<file path="src/design/lcc_pkg.sv">
package lcc_pkg;

  localparam int unsigned IN_W          = 63;
  localparam int unsigned NUM_DIGITS    = 19;
  localparam int unsigned BITS_PER_STEP = 3;
  localparam int unsigned CONV_STEPS    = IN_W / BITS_PER_STEP;
  localparam int unsigned STEP_CNT_W    = $clog2(CONV_STEPS);
  localparam int unsigned DIGIT_IDX_W   = $clog2(NUM_DIGITS);
  localparam int unsigned COUNT_W       = 5;
  localparam int unsigned GROUP_SIZE    = 5;
  localparam int unsigned NUM_GROUPS    = (NUM_DIGITS + GROUP_SIZE - 1) / GROUP_SIZE;
  localparam int unsigned GROUP_SUM_W   = 6;
  localparam int unsigned TOTAL_SUM_W   = 8;

  localparam logic [COUNT_W-1:0] VISA_LEN_SHORT = 5'd13;
  localparam logic [COUNT_W-1:0] VISA_LEN_LONG  = 5'd16;
  localparam logic [COUNT_W-1:0] MC_LEN         = 5'd16;
  localparam logic [COUNT_W-1:0] AMEX_LEN       = 5'd15;

  typedef logic [3:0] digit_t;
  typedef digit_t [NUM_DIGITS-1:0] digits_t;

  typedef enum logic [1:0] {
    KIND_INVALID    = 2'd0,
    KIND_VISA       = 2'd1,
    KIND_MASTERCARD = 2'd2,
    KIND_AMEX       = 2'd3
  } kind_t;

  typedef struct packed {
    logic [COUNT_W-1:0] digit_count;
    logic               luhn_pass;
    kind_t              card_kind;
  } result_t;

  // Luhn contribution of one digit; doubled positions fold 10..18 down to 1..9
  function automatic logic [3:0] luhn_term(input digit_t d, input logic doubled);
    logic [4:0] dd;
    dd = {d, 1'b0};
    if (!doubled) begin
      luhn_term = d;
    end else if (dd > 5'd9) begin
      luhn_term = 4'(dd - 5'd9);
    end else begin
      luhn_term = dd[3:0];
    end
  endfunction

endpackage

</file>
<file path="src/design/lcc_digit_cell.sv">
module lcc_digit_cell (
  input  logic                clk,
  input  logic                clr,
  input  logic                step,
  input  logic [2:0]          in_bits,   // bit 2 enters first
  output logic [2:0]          out_bits,  // bit 2 leaves first
  output lcc_pkg::digit_t     digit
);

  lcc_pkg::digit_t digit_r;
  lcc_pkg::digit_t digit_nxt;

  // Three shift-and-add-3 steps per cycle while step is high; each step hands its top bit up the row
  always_comb begin
    logic [3:0] d;
    logic [3:0] adj;
    d = digit_r;
    out_bits = '0;
    for (int j = 2; j >= 0; j--) begin
      adj = (d >= 4'd5) ? 4'(d + 4'd3) : d;
      out_bits[j] = adj[3];
      d = {adj[2:0], in_bits[j]};
    end
    digit_nxt = d;
  end

  always_ff @(posedge clk) begin
    if (clr) begin
      digit_r <= '0;
    end else if (step) begin
      digit_r <= digit_nxt;
    end
  end

  assign digit = digit_r;

endmodule

</file>
<file path="src/design/lcc_classify.sv">
module lcc_classify (
  input  logic                clk,
  input  logic                load,
  input  lcc_pkg::digits_t    digits,
  output lcc_pkg::result_t    res
);

  logic [lcc_pkg::GROUP_SUM_W-1:0] grp_sum_r   [lcc_pkg::NUM_GROUPS];
  logic [lcc_pkg::GROUP_SUM_W-1:0] grp_sum_nxt [lcc_pkg::NUM_GROUPS];
  logic [lcc_pkg::DIGIT_IDX_W-1:0] hi_r, hi_nxt;
  lcc_pkg::digit_t                 lead_r, lead_nxt;
  lcc_pkg::digit_t                 second_r, second_nxt;

  logic [lcc_pkg::TOTAL_SUM_W-1:0] total;
  logic [lcc_pkg::COUNT_W-1:0]     count;
  logic                            pass;

  // First stage: partial Luhn sums, highest nonzero digit, leading digits
  always_comb begin
    int idx;
    for (int g = 0; g < lcc_pkg::NUM_GROUPS; g++) begin
      grp_sum_nxt[g] = '0;
      for (int k = 0; k < lcc_pkg::GROUP_SIZE; k++) begin
        idx = g * lcc_pkg::GROUP_SIZE + k;
        if (idx < lcc_pkg::NUM_DIGITS) begin
          grp_sum_nxt[g] = grp_sum_nxt[g] + lcc_pkg::GROUP_SUM_W'(
            lcc_pkg::luhn_term(digits[idx], idx[0]));
        end
      end
    end
    hi_nxt = '0;
    for (int i = 1; i < lcc_pkg::NUM_DIGITS; i++) begin
      if (digits[i] != 4'd0) begin
        hi_nxt = lcc_pkg::DIGIT_IDX_W'(i);
      end
    end
    lead_nxt   = digits[hi_nxt];
    second_nxt = (hi_nxt == '0) ? 4'd0 : digits[lcc_pkg::DIGIT_IDX_W'(hi_nxt - 1'b1)];
  end

  always_ff @(posedge clk) begin
    if (load) begin
      grp_sum_r <= grp_sum_nxt;
      hi_r      <= hi_nxt;
      lead_r    <= lead_nxt;
      second_r  <= second_nxt;
    end
  end

  // Second stage: total, mod-10 test, prefix rules
  always_comb begin
    total = '0;
    for (int g = 0; g < lcc_pkg::NUM_GROUPS; g++) begin
      total = total + lcc_pkg::TOTAL_SUM_W'(grp_sum_r[g]);
    end
    pass  = total inside {8'd0, 8'd10, 8'd20, 8'd30, 8'd40, 8'd50, 8'd60, 8'd70, 8'd80,
                          8'd90, 8'd100, 8'd110, 8'd120, 8'd130, 8'd140, 8'd150,
                          8'd160, 8'd170};
    count = lcc_pkg::COUNT_W'(hi_r) + 1'b1;

    res.digit_count = count;
    res.luhn_pass   = pass;
    res.card_kind   = lcc_pkg::KIND_INVALID;
    if (pass) begin
      if ((count == lcc_pkg::VISA_LEN_SHORT || count == lcc_pkg::VISA_LEN_LONG)
          && lead_r == 4'd4) begin
        res.card_kind = lcc_pkg::KIND_VISA;
      end else if (count == lcc_pkg::MC_LEN && lead_r == 4'd5
                   && second_r inside {[4'd1:4'd5]}) begin
        res.card_kind = lcc_pkg::KIND_MASTERCARD;
      end else if (count == lcc_pkg::AMEX_LEN && lead_r == 4'd3
                   && second_r inside {4'd4, 4'd7}) begin
        res.card_kind = lcc_pkg::KIND_AMEX;
      end
    end
  end

endmodule

</file>
<file path="src/design/luhn_card_number_classifier_unit.sv">
// Luhn card number classifier.
// Input stream: in_tdata carries one card number per transaction (bits 62:0,
// bit 63 ignored). Output stream: out_tdata carries one result per card number.
// A row of 19 BCD digit cells converts the number three bits per cycle with
// shift-and-add-3, each cell passing its overflow bits to the next one up.
// After 21 conversion steps a two-stage classifier forms the Luhn sum, the
// digit count and the leading digits, and the result is loaded into the
// output register.
// One card number is in work at a time; a new one is taken only after the
// current one has passed the cell row and the classifier stages and its
// result has been loaded into the output register.
// in_tready is high while the unit is idle, even when a result is still
// waiting in the output register. When the receiver stalls with a result
// pending and the next one is finished, that one waits inside until the
// register frees up.
// Reset (rst_n low, synchronous) empties the output register and returns the
// unit to idle; no clearing pass is needed.
module luhn_card_number_classifier_unit (
  input  logic        clk,
  input  logic        rst_n,
  input  logic        in_tvalid,
  output logic        in_tready,
  input  logic [63:0] in_tdata,   // [62:0] card_number, [63] zero fill
  output logic        out_tvalid,
  input  logic        out_tready,
  output logic [7:0]  out_tdata   // [1:0] card_kind, [2] luhn_pass, [7:3] digit_count
);

  typedef enum logic [3:0] {
    ST_IDLE = 4'b0001,
    ST_CONV = 4'b0010,
    ST_SUM  = 4'b0100,
    ST_OUT  = 4'b1000
  } state_t;

  state_t                            state_r, state_nxt;
  logic [lcc_pkg::STEP_CNT_W-1:0]    step_cnt_r, step_cnt_nxt;
  logic [lcc_pkg::IN_W-1:0]          bin_r, bin_nxt;
  logic                              out_valid_r, out_valid_nxt;
  lcc_pkg::result_t                  out_res_r, out_res_nxt;

  logic                              in_xfer;
  logic                              cell_step;
  logic                              out_load;
  logic [2:0]                        chain_bits [lcc_pkg::NUM_DIGITS+1];
  lcc_pkg::digits_t                  digits;
  lcc_pkg::result_t                  cls_res;

  assign in_tready = (state_r == ST_IDLE);
  assign in_xfer   = in_tvalid && in_tready;
  assign cell_step = (state_r == ST_CONV);
  assign out_load  = (state_r == ST_OUT) && (!out_valid_r || out_tready);

  // Feed the row from the top of the binary word, most significant bit first
  assign chain_bits[0] = bin_r[lcc_pkg::IN_W-1 -: lcc_pkg::BITS_PER_STEP];

  for (genvar i = 0; i < lcc_pkg::NUM_DIGITS; i++) begin : g_cell
    lcc_digit_cell u_cell (
      .clk      (clk),
      .clr      (in_xfer),
      .step     (cell_step),
      .in_bits  (chain_bits[i]),
      .out_bits (chain_bits[i+1]),
      .digit    (digits[i])
    );
  end

  lcc_classify u_classify (
    .clk    (clk),
    .load   (state_r == ST_SUM),
    .digits (digits),
    .res    (cls_res)
  );

  always_comb begin
    state_nxt     = state_r;
    step_cnt_nxt  = step_cnt_r;
    bin_nxt       = bin_r;
    out_valid_nxt = out_valid_r;
    out_res_nxt   = out_res_r;

    if (out_valid_r && out_tready) begin
      out_valid_nxt = 1'b0;
    end

    case (state_r)
      ST_IDLE: begin
        if (in_xfer) begin
          bin_nxt      = in_tdata[lcc_pkg::IN_W-1:0];
          step_cnt_nxt = '0;
          state_nxt    = ST_CONV;
        end
      end
      ST_CONV: begin
        bin_nxt      = {bin_r[lcc_pkg::IN_W-lcc_pkg::BITS_PER_STEP-1:0],
                        lcc_pkg::BITS_PER_STEP'(0)};
        step_cnt_nxt = lcc_pkg::STEP_CNT_W'(step_cnt_r + 1'b1);
        if (step_cnt_r == lcc_pkg::STEP_CNT_W'(lcc_pkg::CONV_STEPS - 1)) begin
          state_nxt = ST_SUM;
        end
      end
      ST_SUM: begin
        state_nxt = ST_OUT;
      end
      ST_OUT: begin
        // hold until the output register is free
        if (out_load) begin
          out_res_nxt   = cls_res;
          out_valid_nxt = 1'b1;
          state_nxt     = ST_IDLE;
        end
      end
      default: begin
        state_nxt = ST_IDLE;
      end
    endcase
  end

  always_ff @(posedge clk) begin
    if (!rst_n) begin
      state_r     <= ST_IDLE;
      out_valid_r <= 1'b0;
      step_cnt_r  <= '0;
    end else begin
      state_r     <= state_nxt;
      out_valid_r <= out_valid_nxt;
      step_cnt_r  <= step_cnt_nxt;
    end
  end

  always_ff @(posedge clk) begin
    bin_r     <= bin_nxt;
    out_res_r <= out_res_nxt;
  end

  assign out_tvalid = out_valid_r;
  assign out_tdata  = out_res_r;

  // Top cell must never overflow: 2^63 - 1 has nineteen digits
  a_no_top_carry: assert property (@(posedge clk) disable iff (!rst_n)
    (state_r == ST_CONV) |-> (chain_bits[lcc_pkg::NUM_DIGITS] == 3'd0))
    else $error("digit row overflowed past the top cell");

  a_valid_from_out: assert property (@(posedge clk) disable iff (!rst_n)
    $rose(out_valid_r) |-> $past(state_r == ST_OUT))
    else $error("result raised outside the output state");

  a_count_range: assert property (@(posedge clk) disable iff (!rst_n)
    out_valid_r |-> (out_res_r.digit_count >= 5'd1 && out_res_r.digit_count <= 5'd19))
    else $error("digit count out of range");

  a_kind_needs_pass: assert property (@(posedge clk) disable iff (!rst_n)
    (out_valid_r && out_res_r.card_kind != lcc_pkg::KIND_INVALID) |-> out_res_r.luhn_pass)
    else $error("card kind set on a failing Luhn check");

endmodule
</file>
<file path="config.mk">
export PLATFORM = sky130hd
export DESIGN_NAME = luhn_card_number_classifier_unit
export DESIGN_NICKNAME = d
export VERILOG_FILES = /design/src/design/lcc_pkg.sv /design/src/design/lcc_digit_cell.sv /design/src/design/lcc_classify.sv /design/src/design/luhn_card_number_classifier_unit.sv
export SDC_FILE = /design/constraint.sdc
export NUM_CORES = 1
export LEC_CHECK = 0
export BUFFER_PORTS_ARGS = -buffer_cell sky130_fd_sc_hd__buf_2
export CAP_MARGIN = 20
export CORE_ASPECT_RATIO = 1.4
export CORE_MARGIN = 10
export CORE_UTILIZATION = 35
export DETAILED_ROUTE_END_ITERATION = 10
export SETUP_SLACK_MARGIN = 0.1
export SLEW_MARGIN = 25
export SYNTH_ARGS = -nofsm -noshare
export SYNTH_HDL_FRONTEND = slang
export SYNTH_HIERARCHICAL = 1
export SYNTH_SLANG_ARGS = --single-unit
</file>
<file path="constraint.sdc">
create_clock -name clk -period 3.9 [get_ports clk]
set_input_delay 0.585 -clock clk [delete_from_list [all_inputs] [get_ports clk]]
set_output_delay 0.585 -clock clk [all_outputs]
set_load 0.03 [all_outputs]
</file>
# ---- Word level (Yosys, flattened, before mapping)
# Index checks and enable logic that the tools add are counted.
# W data, S select, Z words.
dict set report word_totals {
  register_bits 194
  out_inout_bits 10
}
dict set report op_classes {
  add_sub_neg 87
  n_lt_le_gt_ge 70
  n_eq_ne 33
  n_mux 102
  bitwise 1
  n_reduce_logical 39
}
# operator n
set ops {}
lappend ops {{$mux W4} 76}
lappend ops {{$ge A4 B3 Y1 const B} 57}
lappend ops {{$add A4 B2 Y4 const B} 54}
lappend ops {{$pmux W63 S2} 1}
lappend ops {{$reduce_bool A4 Y1} 18}
lappend ops {{$add A6 B4 Y6} 11}
lappend ops {{$mux W63} 1}
lappend ops {{$eq A8 B7 Y1 const B} 6}
lappend ops {{$gt A5 B4 Y1 const B} 9}
lappend ops {{$bmux W4 S5} 2}
lappend ops {{$eq A8 B8 Y1 const B} 5}
lappend ops {{$sub A4 B4 Y4 const B} 9}
lappend ops {{$eq A8 B6 Y1 const B} 3}
lappend ops {{$mux W3} 7}
lappend ops {{$add A4 B4 Y5} 4}
lappend ops {{$eq A4 B3 Y1 const B} 5}
lappend ops {{$mux W5} 4}
lappend ops {{$reduce_bool A18 Y1} 1}
lappend ops {{$add A8 B6 Y8} 2}
lappend ops {{$eq A8 B5 Y1 const B} 2}
lappend ops {{$pmux W4 S4} 1}
lappend ops {{$lt A5 B6 Y1 const B} 2}
lappend ops {{$add A5 B1 Y5 const B} 2}
lappend ops {{$eq A5 B4 Y1 const B} 2}
lappend ops {{other kinds (25)} 48}

# ---- Longest topological paths before layout
dict set report depth {
  ltp_word 22
  ltp_mapped 18
}

# ---- Cells and area by module
# The synthesis kept the hierarchy.
# mod n_inst cells_per_inst area_each_um2 seq_area_each_um2
set by_module_without_submodules {}
lappend by_module_without_submodules {lcc_digit_cell 19 73 554.3 80.1}
lappend by_module_without_submodules {lcc_classify 1 710 6261.0 1111.1}
lappend by_module_without_submodules {luhn_card_number_classifier_unit 1 329 3423.3 2332.2}

# ---- Least setup slack after synthesis
# No wires, ideal clock.
dict set report synth_timing {
  path_kind {reg2reg}
  startpoint {register g_cell[13].u_cell.digit_r[0]}
  endpoint {register u_classify.second_r[1] (data pin)}
  setup_time_ns 0.270
  arrival_time_ns 3.813
  t_required_ns 3.630
  path_slack_ns -0.183
  path_stages_with_launch 15
  synth_period_minus_slack_ns 4.083
  path_cell_list {dfxtp_1 -> inv_1 -> ha_1 -> nor3b_1 -> o21ai_0 -> a21bo_2 -> a22oi_1 -> buf_2 -> buf_2 -> ha_1 -> inv_1 -> clkbuf_1 -> mux4_2 -> a22oi_1 -> a22oi_1}
}
dict set report synth_between {
  elab_chain_cells 10
  word_cells_on_any_way 11
}
# element line
set synth_lines {}
lappend synth_lines {{start, declared} lcc_digit_cell.sv:10} ;# lcc_pkg::digit_t digit_r;
lappend synth_lines {{start signal, assigned} lcc_digit_cell.sv:31} ;# digit_r <= digit_nxt;
lappend synth_lines {{$reduce_bool A4 Y1 (*)} lcc_classify.sv:33} ;# if (digits[i] != 4'd0) begin
lappend synth_lines {{$mux W4 (*) (3 in a row)} lcc_classify.sv:33}
lappend synth_lines {{$mux W5 (*) (3 in a row)} lcc_classify.sv:33}
lappend synth_lines {{$sub A5 B1 Y5} lcc_classify.sv:38} ;# second_nxt = (hi_nxt == '0) ? 4'd0 : digits[lcc_pkg::DIGIT_IDX_W'(hi_nxt - 1'b1)];
lappend synth_lines {{$bmux W4 S5} lcc_classify.sv:38}
lappend synth_lines {{$mux W4 (not written as such)} lcc_classify.sv:38}
lappend synth_lines {{end signal, assigned} lcc_classify.sv:46} ;# second_r <= second_nxt;
lappend synth_lines {{end, declared} lcc_classify.sv:12} ;# lcc_pkg::digit_t second_r, second_nxt;
# Every way passes the cells marked *; elsewhere a longest branch is shown, timed or not. The select of a mux whose other input is x is not followed.
# A chain may end at the register's enable or synchronous reset.

==> impl_metrics.yaml <==
grt:
  grt_overflow_total: 0
  grt_pass1_wl_mm: 94.27
  use_met1: 0.1832
  grt_start_max_net_pins: 72
  grt_pass1_vias: 18920
  met3_usage: 0.02037
  grt_use_total: 0.1639
  grt_use_met2: 0.3076
  antenna_found_initial: 0
  top_usage_layer: "met2"
timing:
  setup_slack_ns: 0.1157
  rsz0062_at_grt: "true"
  clock_skew_ns: 0.01385
  fin_crit_ns: 3.784
  timing.final.hold_violations: 0
  finalSetupTns_ns: 0
  drv_slew: 0
  period_share: 0.9703
  tightest_slew_ns: 0.8046
  slew_headroom: 0.4636
  setup_viol: 0
  max_freq_ghz: 0.2642
detailed_routing:
  ant_nets: 0
  routed_via_density: 5.636
  wl_per_cell_um: 17.12
  drtIter0Drc: 1157
  drc: 0
  dr.pass1.iters: 6
  routed_wl_mm: 57.38
  via_count: 18890
setup_path:
  crit_top_cell: "inv_2"
  required_ns: 4.11
  crit_chain: "inv_2 > ha_4 > inv_2 > a21oi_4 > xnor2_2 > fa_1 > inv_2 > fa_1 > inv_2 > fa_1 > inv_1 > ha_2 > inv_2 > fa_2 > inv_1 > a21o_1 > a21oi_2 > xnor2_1"
  crit_buf_inv: 7
  cpMaxStageDelayCell: "fa_1"
  start_kind: "flop"
  path_max_fanout: 3
  cp.arrival_ns: 3.99
  worstSetupPathType: "reg -> reg"
  max_stage_delay_ns: 0.53
  end_kind: "flop"
  reg2reg_slack_ns: 0.12
  cp_top_family: "adder cells"
place:
  io_buffers: 76
  post-place-ws_ns: 0.05031
  dp_hpwl_mm: 45.04
  globalplace.congestion: 0.9218
  placed_area_um2: 22370
cts:
  cts_root_buf: "clkbuf_16"
  cts_tree: "yes"
  numCtsBuffers: 17
  htree_num_levels: 4
  cts_buffer_depth: 2
  path_clk_slew_ns: 0.09
  clock-sinks: 194
  hold_buffers: 0
  clkLatencyLatePin_ns: 0.46
die:
  rows: 104
  die_h_um: 304.0
  ios: 78
  core_um2: 57250
  dieWidth_um: 222.9
  start_util: 0.3523
  dieArea_um2: 67770
synthesis:
  syn_inst: 2417
  syn-num-nets: 2665
  yosysWarnings: 6
  postSynthAreaPerCell_um2: 8.345
  synth_area_um2: 20170
finish:
  insertedDiodeCount: 0
  nNetsFinal: 2845
  multi_input_area_um2: 14260
  nFillCells: 5755
  design_area_um2: 23160
  syn2layout_area_growth_pct: 14.85
  seq_area_um2: 4972
  drive_above_1_share: 0.1598
worst_hold_path:
  hp-class: "in -> reg"
power:
  p_per_area_nw_per_um2: 416.6
  ir_drop_mv: 0.4431
  leakagePower_nw: 9.376
status:
  status: "finished clean"
job:
  max_cap_viol_count: 0
-- worst reg2reg max path: cells and delay by family, from the launching register on --
family                   cells  cell delay [ns]
adder cells (fa/ha/maj)      6             2.18
flip-flops                   1             0.34
buffers and inverters        7             0.39
AO/OA/AOI/OAI                3             0.40
XOR/XNOR                     2             0.23
-- timing repair --
action,CTS,global route
buffers inserted,0,2
pin swaps,2,20
endpoints found under the setup margin,4,41
gates resized for setup,4,47
endpoints found under the hold margin,0,0
-- final timing paths --
check / from / end / depth (start not counted)
worst max-delay path: g_cell[5].u_cell/digit[1] / u_classify/grp_sum_r[17] / 18
worst min-delay path: in_tdata[17] / bin_r[17] / 3
worst max register to register: g_cell[5].u_cell/digit[1] / u_classify/grp_sum_r[17] / 18
worst min register to register: bin_r[60] / g_cell[0].u_cell/digit[0] / 2
-- sequential cells by signal (all words and copies together), names as in the netlist --
name,count
u_classify/lead_r,4
bin_r,63
step_cnt_r,5
u_classify/second_r,4
state_r,4
u_classify/grp_sum_r,24
out_tvalid,1
u_classify/hi_r,5
out_tdata,8
g_cell.u_cell/digit,76
-- per-layer routing --
metal,up-vias,part of all wire
li1,9265,-
met5,-,0
met2,470,0.53
met1,9045,0.41
met4,0,0.032
met3,112,0.035
-- report_power, final --
group / switching, W / internal (W) / total (W)
registers: 0.0000885 / 0.00237 / 0.00246
logic: 0.00331 / 0.00208 / 0.00539
clock network: 0.000890 / 0.000909 / 0.00180
-- cell usage in the layout (no fill, tap or decap), types with 59 or more instances in the layout --
| cell | n |
|---|---|
| o21ai_0 | 101 |
| nand2_1 | 327 |
| dfxtp_1 | 80 |
| nand2b_1 | 82 |
| nand3_1 | 78 |
| a21oi_1 | 119 |
| ha_1 | 123 |
| edfxtp_1 | 108 |
| buf_2 | 76 |
| buf_4 | 134 |
| inv_1 | 226 |
| xnor2_1 | 63 |
| a41o_1 | 59 |
| nor2_1 | 190 |
-- cell type report --
type / count / share of cell area
multi-input combinational: 1928 / 0.6155
sequential: 194 / 0.2147
timing repair buffer: 216 / 0.06536
tap: 742 / 0.04008
inverter: 240 / 0.03943
clock buffer: 19 / 0.01869
clock inverter: 13 / 0.006266
-- per-stage QoR --
| stage | utilization | cells | power [W] | hold WS, ns |
|---|---|---|---|---|
| 6_report | 0.4046 | 3352 | 0.009650 | 0.3854 |
| 5_1_grt | 0.4046 | 3352 | 0.01021 | 0.3771 |
| 4_1_cts | 0.4010 | 3350 | 0.009570 | 0.3587 |
| 3_5_place_dp | 0.3906 | 3318 | 0.007737 | 0.4852 |
| 3_3_place_gp | 0.3902 | 3317 | 0.007673 | 0.4772 |
| 2_1_floorplan | - | 2417 | 0.005955 | 0.4571 |
No activity file was read; power rests on OpenSTA's default activity.
